`src/rtl/core/pscf_pkg.sv`:
```
// Package for the packet serial CRC framer: item codes, result beat type,
// CRC-16/XMODEM constants and the byte fold function.
// No dependencies.
package pscf_pkg;

  typedef enum logic [2:0] {
    KIND_START = 3'd0,
    KIND_SEND  = 3'd1,
    KIND_CLOSE = 3'd2,
    KIND_RECV  = 3'd3,
    KIND_CHECK = 3'd4
  } kind_e;

  typedef enum logic {
    RES_TX      = 1'b0,
    RES_VERDICT = 1'b1
  } res_kind_e;

  typedef struct packed {
    res_kind_e   result_kind;
    logic [7:0]  tx_byte;
    logic        crc_match;
    logic        last;
  } result_t;

  localparam logic [15:0] CrcPoly   = 16'h1021;
  localparam logic [15:0] CrcTop    = 16'h8000;
  localparam logic [7:0]  AddrReset = 8'd128;

  // Fold one byte into the CRC, MSB first.
  function automatic logic [15:0] crc_fold(input logic [15:0] crc, input logic [7:0] b);
    logic [15:0] c;
    c = crc ^ {b, 8'h00};
    for (int i = 0; i < 8; i++) begin
      if ((c & CrcTop) != 16'h0000) begin
        c = (c << 1) ^ CrcPoly;
      end else begin
        c = c << 1;
      end
    end
    return c;
  endfunction

endpackage

```
`src/rtl/core/pscf_if.sv`:
```
// Valid/ready channel interfaces for the packet serial CRC framer:
// input items, result beats and the address register write port.
// No dependencies.
interface pscf_in_if;
  logic       valid;
  logic       ready;
  logic [2:0] kind;
  logic [7:0] data;

  modport source (output valid, output kind, output data, input ready);
  modport sink   (input valid, input kind, input data, output ready);
endinterface

interface pscf_out_if;
  logic       valid;
  logic       ready;
  logic       result_kind;
  logic [7:0] tx_byte;
  logic       crc_match;
  logic       last;

  modport source (output valid, output result_kind, output tx_byte, output crc_match,
                  output last, input ready);
  modport sink   (input valid, input result_kind, input tx_byte, input crc_match,
                  input last, output ready);
endinterface

interface pscf_cfg_if;
  logic       valid;
  logic       ready;
  logic [7:0] data;

  modport source (output valid, output data, input ready);
  modport sink   (input valid, input data, output ready);
endinterface

```
`src/rtl/core/packet_serial_crc_framer.sv`:
```
// Channel  | dir | payload                                  | beat
// cfg_i    | in  | data: device address                     | one register write
// in_i     | in  | kind, data                               | one item
// out_o    | out | result_kind, tx_byte, crc_match, last     | one result
//
// An item is held in the input register, then its results load a two-entry result
// buffer. Items with no result or one result go through at one per cycle while the
// output is not stalled; start and close give two beats each at the output port.
// Reset clears the CRC, the checksum phase and the buffer and loads address 128.
// A stalled output holds its beat; the input keeps ready while the buffer can drain.
// Depends on pscf_pkg and pscf_if.
module packet_serial_crc_framer (
  input  logic        clk_i,
  input  logic        rst_ni,
  pscf_cfg_if.sink    cfg_i,
  pscf_in_if.sink     in_i,
  pscf_out_if.source  out_o
);
  import pscf_pkg::*;

  localparam logic [15:0] AddrCrcReset = crc_fold(16'h0000, AddrReset);

  logic [7:0]  addr_q;
  logic [15:0] addr_crc_q;
  logic [15:0] crc_q, crc_d;
  logic [7:0]  chk_hi_q, chk_hi_d;
  logic        chk_phase_q, chk_phase_d;

  logic        stg_vld_q;
  logic [2:0]  stg_kind_q;
  logic [7:0]  stg_data_q;
  kind_e       kind;

  result_t     res_q [2];
  logic [1:0]  cnt_q;
  result_t     r0, r1;
  logic [1:0]  nres;

  logic        pop, room, proc, acc;

  assign kind = kind_e'(stg_kind_q);

  always_comb begin
    r0          = '0;
    r1          = '0;
    nres        = 2'd0;
    crc_d       = crc_q;
    chk_hi_d    = chk_hi_q;
    chk_phase_d = chk_phase_q;
    case (kind)
      KIND_START: begin
        r0.tx_byte  = addr_q;
        r1.tx_byte  = stg_data_q;
        r1.last     = 1'b1;
        nres        = 2'd2;
        crc_d       = crc_fold(addr_crc_q, stg_data_q);
        chk_phase_d = 1'b0;
      end
      KIND_SEND: begin
        r0.tx_byte = stg_data_q;
        r0.last    = 1'b1;
        nres       = 2'd1;
        crc_d      = crc_fold(crc_q, stg_data_q);
      end
      KIND_CLOSE: begin
        r0.tx_byte = crc_q[15:8];
        r1.tx_byte = crc_q[7:0];
        r1.last    = 1'b1;
        nres       = 2'd2;
        // folding a CRC behind its own message leaves zero
        crc_d      = 16'h0000;
      end
      KIND_RECV: begin
        crc_d = crc_fold(crc_q, stg_data_q);
      end
      KIND_CHECK: begin
        if (!chk_phase_q) begin
          chk_hi_d    = stg_data_q;
          chk_phase_d = 1'b1;
        end else begin
          r0.result_kind = RES_VERDICT;
          r0.crc_match   = ({chk_hi_q, stg_data_q} == crc_q);
          r0.last        = 1'b1;
          nres           = 2'd1;
          chk_phase_d    = 1'b0;
        end
      end
      default: begin
        nres = 2'd0;
      end
    endcase
  end

  assign pop  = (cnt_q != 2'd0) && out_o.ready;
  assign room = (cnt_q == 2'd0) || ((cnt_q == 2'd1) && pop);
  assign proc = stg_vld_q && ((nres == 2'd0) || room);
  assign acc  = in_i.valid && in_i.ready;

  assign in_i.ready  = !stg_vld_q || proc;
  assign cfg_i.ready = 1'b1;

  always_ff @(posedge clk_i or negedge rst_ni) begin
    if (!rst_ni) begin
      addr_q      <= AddrReset;
      addr_crc_q  <= AddrCrcReset;
      crc_q       <= 16'h0000;
      chk_hi_q    <= 8'h00;
      chk_phase_q <= 1'b0;
      stg_vld_q   <= 1'b0;
      cnt_q       <= 2'd0;
    end else begin
      if (cfg_i.valid) begin
        addr_q     <= cfg_i.data;
        addr_crc_q <= crc_fold(16'h0000, cfg_i.data);
      end
      if (acc) begin
        stg_vld_q <= 1'b1;
      end else if (proc) begin
        stg_vld_q <= 1'b0;
      end
      if (proc) begin
        crc_q       <= crc_d;
        chk_hi_q    <= chk_hi_d;
        chk_phase_q <= chk_phase_d;
      end
      if (proc && (nres != 2'd0)) begin
        cnt_q <= nres;
      end else if (pop) begin
        cnt_q <= cnt_q - 2'd1;
      end
    end
  end

  always_ff @(posedge clk_i) begin
    if (acc) begin
      stg_kind_q <= in_i.kind;
      stg_data_q <= in_i.data;
    end
    if (proc && (nres != 2'd0)) begin
      res_q[0] <= r0;
      res_q[1] <= r1;
    end else if (pop) begin
      // advance the second beat to the head
      res_q[0] <= res_q[1];
    end
  end

  assign out_o.valid       = (cnt_q != 2'd0);
  assign out_o.result_kind = res_q[0].result_kind;
  assign out_o.tx_byte     = res_q[0].tx_byte;
  assign out_o.crc_match   = res_q[0].crc_match;
  assign out_o.last        = res_q[0].last;

endmodule

```
`src/flat_wrapper.sv`:
```
// flat-port wrapper written by rule: the top's interface ports become plain ports
module packet_serial_crc_framer_flat import pscf_pkg::*;
  (clk_i, rst_ni, cfg_i_valid, cfg_i_data, cfg_i_ready, in_i_valid, in_i_kind, in_i_data, in_i_ready, out_o_valid, out_o_result_kind, out_o_tx_byte, out_o_crc_match, out_o_last, out_o_ready);
  pscf_cfg_if cfg_i_i ();
  pscf_in_if in_i_i ();
  pscf_out_if out_o_i ();
  input  logic clk_i;
  input  logic rst_ni;
  input wire logic [$bits(cfg_i_i.valid)-1:0] cfg_i_valid;
  input wire logic [$bits(cfg_i_i.data)-1:0] cfg_i_data;
  output wire logic [$bits(cfg_i_i.ready)-1:0] cfg_i_ready;
  input wire logic [$bits(in_i_i.valid)-1:0] in_i_valid;
  input wire logic [$bits(in_i_i.kind)-1:0] in_i_kind;
  input wire logic [$bits(in_i_i.data)-1:0] in_i_data;
  output wire logic [$bits(in_i_i.ready)-1:0] in_i_ready;
  output wire logic [$bits(out_o_i.valid)-1:0] out_o_valid;
  output wire logic [$bits(out_o_i.result_kind)-1:0] out_o_result_kind;
  output wire logic [$bits(out_o_i.tx_byte)-1:0] out_o_tx_byte;
  output wire logic [$bits(out_o_i.crc_match)-1:0] out_o_crc_match;
  output wire logic [$bits(out_o_i.last)-1:0] out_o_last;
  input wire logic [$bits(out_o_i.ready)-1:0] out_o_ready;
  assign cfg_i_i.valid = cfg_i_valid;
  assign cfg_i_i.data = cfg_i_data;
  assign cfg_i_ready = cfg_i_i.ready;
  assign in_i_i.valid = in_i_valid;
  assign in_i_i.kind = in_i_kind;
  assign in_i_i.data = in_i_data;
  assign in_i_ready = in_i_i.ready;
  assign out_o_valid = out_o_i.valid;
  assign out_o_result_kind = out_o_i.result_kind;
  assign out_o_tx_byte = out_o_i.tx_byte;
  assign out_o_crc_match = out_o_i.crc_match;
  assign out_o_last = out_o_i.last;
  assign out_o_i.ready = out_o_ready;
  packet_serial_crc_framer u_core (.clk_i(clk_i), .rst_ni(rst_ni), .cfg_i(cfg_i_i), .in_i(in_i_i), .out_o(out_o_i));
endmodule
```
`config.mk`:
```
export PLATFORM = sky130hd
export DESIGN_NAME = packet_serial_crc_framer_flat
export DESIGN_NICKNAME = d
export VERILOG_FILES = /design/src/rtl/core/pscf_pkg.sv /design/src/rtl/core/pscf_if.sv /design/src/rtl/core/packet_serial_crc_framer.sv /design/src/flat_wrapper.sv
export SDC_FILE = /design/constraint.sdc
export NUM_CORES = 1
export LEC_CHECK = 0
export BUFFER_PORTS_ARGS = -buffer_cell sky130_fd_sc_hd__buf_4
export CAP_MARGIN = 20
export CELL_PAD_IN_SITES_DETAIL_PLACEMENT = 0
export CELL_PAD_IN_SITES_GLOBAL_PLACEMENT = 1
export CORE_ASPECT_RATIO = 1.75
export CORE_MARGIN = 10
export CORE_UTILIZATION = 52
export DETAILED_ROUTE_END_ITERATION = 7
export PLACE_DENSITY_LB_ADDON = 0.15
export SETUP_SLACK_MARGIN = 0.02
export SLEW_MARGIN = 20
export SYNTH_ARGS = -nofsm -noshare
export SYNTH_HDL_FRONTEND = slang
export SYNTH_SLANG_ARGS = --single-unit
```
`constraint.sdc`:
```
create_clock -name clk_i -period 4.55 [get_ports clk_i]
set_input_delay 0.455 -clock clk_i [delete_from_list [all_inputs] [get_ports clk_i]]
set_output_delay 0.455 -clock clk_i [all_outputs]
set_load 0.005 [all_outputs]
```
==> reports/results.txt, run 1 <==
# resized after CTS: 0
Max Transition Viols Final: 0
Crit path arrival time: 2.10 ns
Tot Pwr: 3.09 mW
Core ar.: 0.00786 mm²
Final GP Congestion: 0.838
Antenna diodes: 0
Starting Density: 0.529
Post-place setup slack: 1.95 ns
Max Root-Sink Buffers: 2
Leakage dissipation: 1.89 nW
DRT iter0 DRCs: 125
Fin nets: 403
First drt pass iteration count: 4
Asr flop ratio synth: 0.587
# clock sinks: 75
Highest clock rate: 392 MHz
Finished Layout Cells: 472
Max cap viols: 0
Pwr dens: 651 mW/mm²
Commonest cells after routing, fill and taps aside: xnor2_1 (40), dfrtp_1 (40), buf_4 (36)
CTS tree: done
Port Buf Inserts: 36
H-tree Lvls: 3
Antenna-violating nets left: 0
Final setup fails: 0
Fin Hold WS: 0.123 ns
Vias per cell: 5.65
Syn Area/Cell: 11.9 µm²
First-pass GRT wire length: 14800 µm
Die area: 0.0121 mm²
Cells after synthesis: 350
Clock Skews: 0.00419 ns
P&R area growth vs syn: 14.4%
Initial antenna violation count: 0
Die boundary width: 87.6 µm
Setup Buffers After CTS: 0
# IOs: 38
CP Launch Type: flop
Hold-fix buffers at CTS: 0
Post-layout min period: 2.55 ns
Rel. slew slack: 0.416
DRC viols: 0
Synth unique cells: 52
Met3 GRT Util: 0.0229
Busiest grt layer: met2
Routing usage on met1: 0.173
DP Wirelength: 6970 µm
Clock Latency Late Sink: 0.34 ns
Syn Std Cell Area: 0.00416 mm²
Crit Path Category: reg -> out
Total wire length: 9170 µm
Post-synth EDFFs: 31
Crit end category: primary output
WL/cell: 19.4 µm
Hold WC Path Type: in -> async
Maximum vdd ir drop: 330 µV
TritonCTS Buffers: 9
Layout cells sized above 1: 0.277
Unrepaired setup endpoints after global routing: no
Clk pin slew, worst setup/hold paths: 0.05 ns
Synth warnings: 0
Status: finished, final reports clean
GR Util met2: 0.279
Syn nets: 376
Placed Cells incl. Taps: 455
TNS Setup: 0 ns
Vias in the first global route: 2879
Die extent in y: 138 µm
Number of synthesized register bits: 75
Largest net degree at the start of global routing: 45
GRT Util Overall: 0.158
Grt ovf: 0
Register area share after synthesis: 0.490
Hold Vio Cnt, Final: 0
Main synth FF type: dfrtp_1
Max FO, Critical Path: 26
Fin crit share: 0.561
Worst Tran Pin Value: 0.876 ns
# rows: 43
Critical Path RT: 4.09 ns
Final worst setup slack: 2.00 ns
CTS Root Cell: clkbuf_16
Via count: 2667
Yosys cell counts (4+ instances only):
cell | count | area, µm²
dfstp_2 | 4 | 105
xnor2_1 | 40 | 350
o221ai_1 | 7 | 61.3
a211oi_1 | 16 | 120
xor2_1 | 20 | 175
edfxtp_1 | 31 | 931
a221oi_1 | 6 | 52.6
xnor2_2 | 6 | 97.6
nor2b_1 | 9 | 56.3
dfrtp_1 | 40 | 1000
nand2b_1 | 8 | 50.1
a21oi_1 | 20 | 100
clkbuf_1 | 7 | 26.3
buf_2 | 10 | 50.1
nand2_1 | 22 | 82.6
inv_1 | 6 | 22.5
mux2_2 | 28 | 315
nor2_1 | 19 | 71.3
state kept, by name, indices dropped and copies added, names as in the netlist:
| register | count |
|---|---|
| u_core.addr_crc_q | 11 |
| u_core.addr_q | 5 |
| u_core.chk_hi_q | 8 |
| u_core.chk_phase_q | 1 |
| u_core.cnt_q | 2 |
| u_core.crc_q | 16 |
| u_core.kind | 3 |
| u_core.res_q | 20 |
| u_core.stg_data_q | 8 |
| u_core.stg_vld_q | 1 |
cell families after synthesis:
group / Yosys count / synth area share
AND/OR/NAND/NOR: 80 / 0.0996
adder cells (fa/ha/maj): 2 / 0.00602
AO/OA/AOI/OAI: 63 / 0.110
XOR/XNOR: 73 / 0.186
buffers and inverters: 28 / 0.0310
other: 1 / 0.000902
multiplexers: 28 / 0.0759
flip-flops: 75 / 0.490
per-stage QoR:
stage / area (µm²) / util
floorplan: 4160 / -
global placement: 4440 / 0.565
detailed placement: 4440 / 0.565
CTS: 4740 / 0.604
global route: 4760 / 0.605
finish: 4760 / 0.605
layout make-up:
type | instances | area, µm²
inverters | 7 | 26.3
clock buffers | 11 | 253
fillers | 683 | 3100
multi-input cells | 247 | 1990
well taps | 90 | 113
repair buffers | 37 | 285
flip-flops and latches | 75 | 2040
clock inverters | 5 | 51.3
layer usage:
layer | up-vias | part of all wire
met4 | 0 | 0.023
met5 | - | 0
met3 | 14 | 0.029
met2 | 50 | 0.56
met1 | 1312 | 0.38
li1 | 1291 | -
path summary, 6_finish.rpt:
kind	start	to	slack, ns	depth (start not counted)
setup / recovery	u_core.kind[0]$_DFFE_PP_	in_i_ready	2.00	4
hold / removal	rst_ni	u_core.addr_crc_q[13]$_DFFE_PN0P_	0.12	1
setup reg to reg	u_core.kind[0]$_DFFE_PP_	u_core.stg_data_q[1]$_DFFE_PP_	2.08	4
hold reg to reg	u_core.chk_hi_q[4]$_DFFE_PN0P_	u_core.chk_hi_q[4]$_DFFE_PN0P_	0.53	1
max in group asynchronous	rst_ni	u_core.crc_q[14]$_DFFE_PN0P_	4.05	1
min in group clk_i	in_i_data[0]	u_core.stg_data_q[0]$_DFFE_PP_	0.29	1
critical path, cell delays in order (launching register included):
cell	delay [ns]
edfxtp_1	0.92
a21oi_1	0.22
or2_2	0.36
nand3_1	0.13
buf_4	0.13
report_power, final:
group | total, mW | internal [mW] | switching, mW
Clock | 0.720 | 0.450 | 0.270
Sequential | 1.19 | 0.952 | 0.233
Combinational | 1.19 | 0.603 | 0.586
Total | 3.09 | 2.01 | 1.09
No activity file was read; power rests on OpenSTA's default activity.
==> inputs of run 2 (changes only) <==
CORE_UTILIZATION = 44   (was 52)
clock period = 2.1 ns   (was 4.55 ns; I/O delays follow)
==> reports/results.txt, run 2 (synthesis results as in run 1) <==
M1 WL: 3770 µm (+6.9%)
Starting Density: 0.454 (-0.0750)
First-pass GRT wire length: 15700 µm (+5.9%)
Setup crit start: u_core.chk_phase_q$_DFFE_PN0P_
Post-layout min period: 1.92 ns
Highest clock rate: 520 MHz
Total wire length: 9380 µm (+2.3%)
Layout cells sized above 1: 0.285 (+0.00786)
H-tree Lvls: 3 (unchanged)
Post-place setup slack: 0.161 ns (-1.79 ns)
R2r worst-path depth: 4 (unchanged)
Grt ovf: 0 (unchanged)
CTS Root Cell: clkbuf_16
Crit end category: flop
Max reg flops: 20 (unchanged)
WL met2: 5160 µm (-0.12%)
Hold WC Path Type: in -> reg
Initial antenna violation count: 0 (unchanged)
Fin Hold WS: 0.0544 ns (-0.0688 ns)
Core ar.: 0.00915 mm² (+17%)
Hold Vio Cnt, Final: 0 (unchanged)
First drt pass iteration count: 4 (unchanged)
Reg2Reg Setup Slack: 0.18 ns (-1.90 ns)
DRC viols: 0 (unchanged)
Final setup fails: 0 (unchanged)
Crit Path Category: reg -> reg
Fin crit share: 0.915
Vias in the first global route: 2942 (+2.2%)
Critical Path RT: 2.06 ns (-2.03 ns)
Crit path arrival time: 1.88 ns (-0.22 ns)
GRT Util Overall: 0.144 (-0.0139)
CP Launch Type: flop
Reg2reg start: u_core.chk_phase_q$_DFFE_PN0P_
Most common cell after layout, fill and taps aside: buf_4
P&R area growth vs syn: 16.1%
Setup Buffers After CTS: 0 (unchanged)
Met3 WL: 334 µm (+24%)
Port Buf Inserts: 36 (unchanged)
Clock Latency Late Sink: 0.33 ns (about the same)
Die area: 0.0139 mm² (+15%)
Antenna-violating nets left: 0 (unchanged)
Clk pin slew, worst setup/hold paths: 0.06 ns (about the same)
TritonCTS Buffers: 9 (unchanged)
Register with the most flip-flops: u_core.res_q
Pwr dens: 1370 mW/mm² (+110%)
# fillers: 831 (+22%)
# clock sinks: 75 (unchanged)
Max Root-Sink Buffers: 2 (unchanged)
Finished Layout Cells: 509 (+7.8%)
Max cap viols: 0 (unchanged)
WL/cell: 18.4 µm (-5.2%)
# rows: 46 (+7.0%)
# IOs: 38 (unchanged)
Placed Cells incl. Taps: 492 (+8.1%)
HP Start: in_i_data[1]
Rel. slew slack: 0.594 (+0.178)
Unrepaired setup endpoints after global routing: no
Vias per cell: 5.25 (-7.0%)
Min-Delay Path Depth: 1
CTS tree: done
Status: finished, final reports clean
Die boundary width: 93.5 µm (+6.7%)
Commonest cells after routing, fill and taps aside: buf_4 (43), xnor2_1 (40), dfrtp_1 (40)
Via count: 2674 (+0.26%)
Max FO, Critical Path: 11 (-58%)
Max layer used: met4
Tot Pwr: 6.61 mW (+110%)
Final worst setup slack: 0.178 ns (-1.82 ns)
Clock Skews: 0.00565 ns (+0.00145 ns)
Crit Reg-Reg Endpoint: u_core.stg_data_q[2]$_DFFE_PP_
Leakage dissipation: 1.91 nW (+1.2%)
DP Wirelength: 7150 µm (+2.5%)
TNS Setup: 0 ns (unchanged)
Fin nets: 410 (+1.7%)
Max Transition Viols Final: 0 (unchanged)
Worst Tran Pin Value: 0.609 ns (-0.268 ns)
Largest net degree at the start of global routing: 45 (unchanged)
Hold EP: u_core.stg_data_q[1]$_DFFE_PP_
Die extent in y: 149 µm (+7.5%)
Final GP Congestion: 0.823 (-1.7%)
Maximum vdd ir drop: 643 µV (+95%)
DRT iter0 DRCs: 164 (+31%)
Antenna diodes: 0 (unchanged)
Top flop regs: u_core.res_q x20, u_core.crc_q x16, u_core.addr_crc_q x11
-- run 2: final cells by class --
class / instances / area (µm²) / area share
repair buffers: 44 / 333 / 0.0690
multi-input cells: 247 / 1990 / 0.413
clock buffers: 14 / 275 / 0.0570
inverters: 7 / 26.3 / 0.00544
well taps: 120 / 150 / 0.0311
flip-flops and latches: 75 / 2040 / 0.422
clock inverters: 2 / 10.0 / 0.00207
-- run 2: worst max-delay path, cell delays in order, from the launching register on --
cell and delay, ns:
dfrtp_1 0.42, nor3b_1 0.18, or2_2 0.29, nand3_1 0.13, and2_1 0.53
-- run 2: power by group --
group          switching (mW)  total, mW  internal (mW)  leakage, nW
combinational            1.31       2.64           1.33        0.953
clock                   0.551       1.45          0.901        0.142
sequential              0.453       2.51           2.06        0.819
total                    2.31       6.61           4.30         1.91
-- run 2: how the worst max path moves through the flow --
stage | end | slack (ns) | cells after the start
2_1_floorplan | u_core.kind[0]$_DFFE_PP_ | 0.41 | 5
4_1_cts | u_core.stg_data_q[3]$_DFFE_PP_ | 0.14 | 4
6_report | u_core.stg_data_q[2]$_DFFE_PP_ | 0.18 | 4
5_1_grt | u_core.stg_data_q[6]$_DFFE_PP_ | 0.05 | 4
3_5_place_dp | u_core.stg_data_q[2]$_DFFE_PP_ | 0.16 | 4
3_3_place_gp | u_core.stg_data_q[2]$_DFFE_PP_ | 0.21 | 4
-- run 2: per-layer routing --
layer	global-route usage	up-vias
met4	0.0488	0
met1	0.161	1299
met2	0.260	60
met3	0.0287	11
met5	0	-
li1	-	1304
-- run 2: stage by stage --
step,instance area (µm²),util
after floorplan,4160,-
after global routing,4830,0.527
after detailed placement,4530,0.495
after global placement,4530,0.495
final,4830,0.527
after CTS,4820,0.527
-- run 2: timing repair --
item	in CTS	in global routing
hold buffers	1	0
hold endpoints to repair	40	0
setup endpoints to repair	0	11
resized for setup	0	1
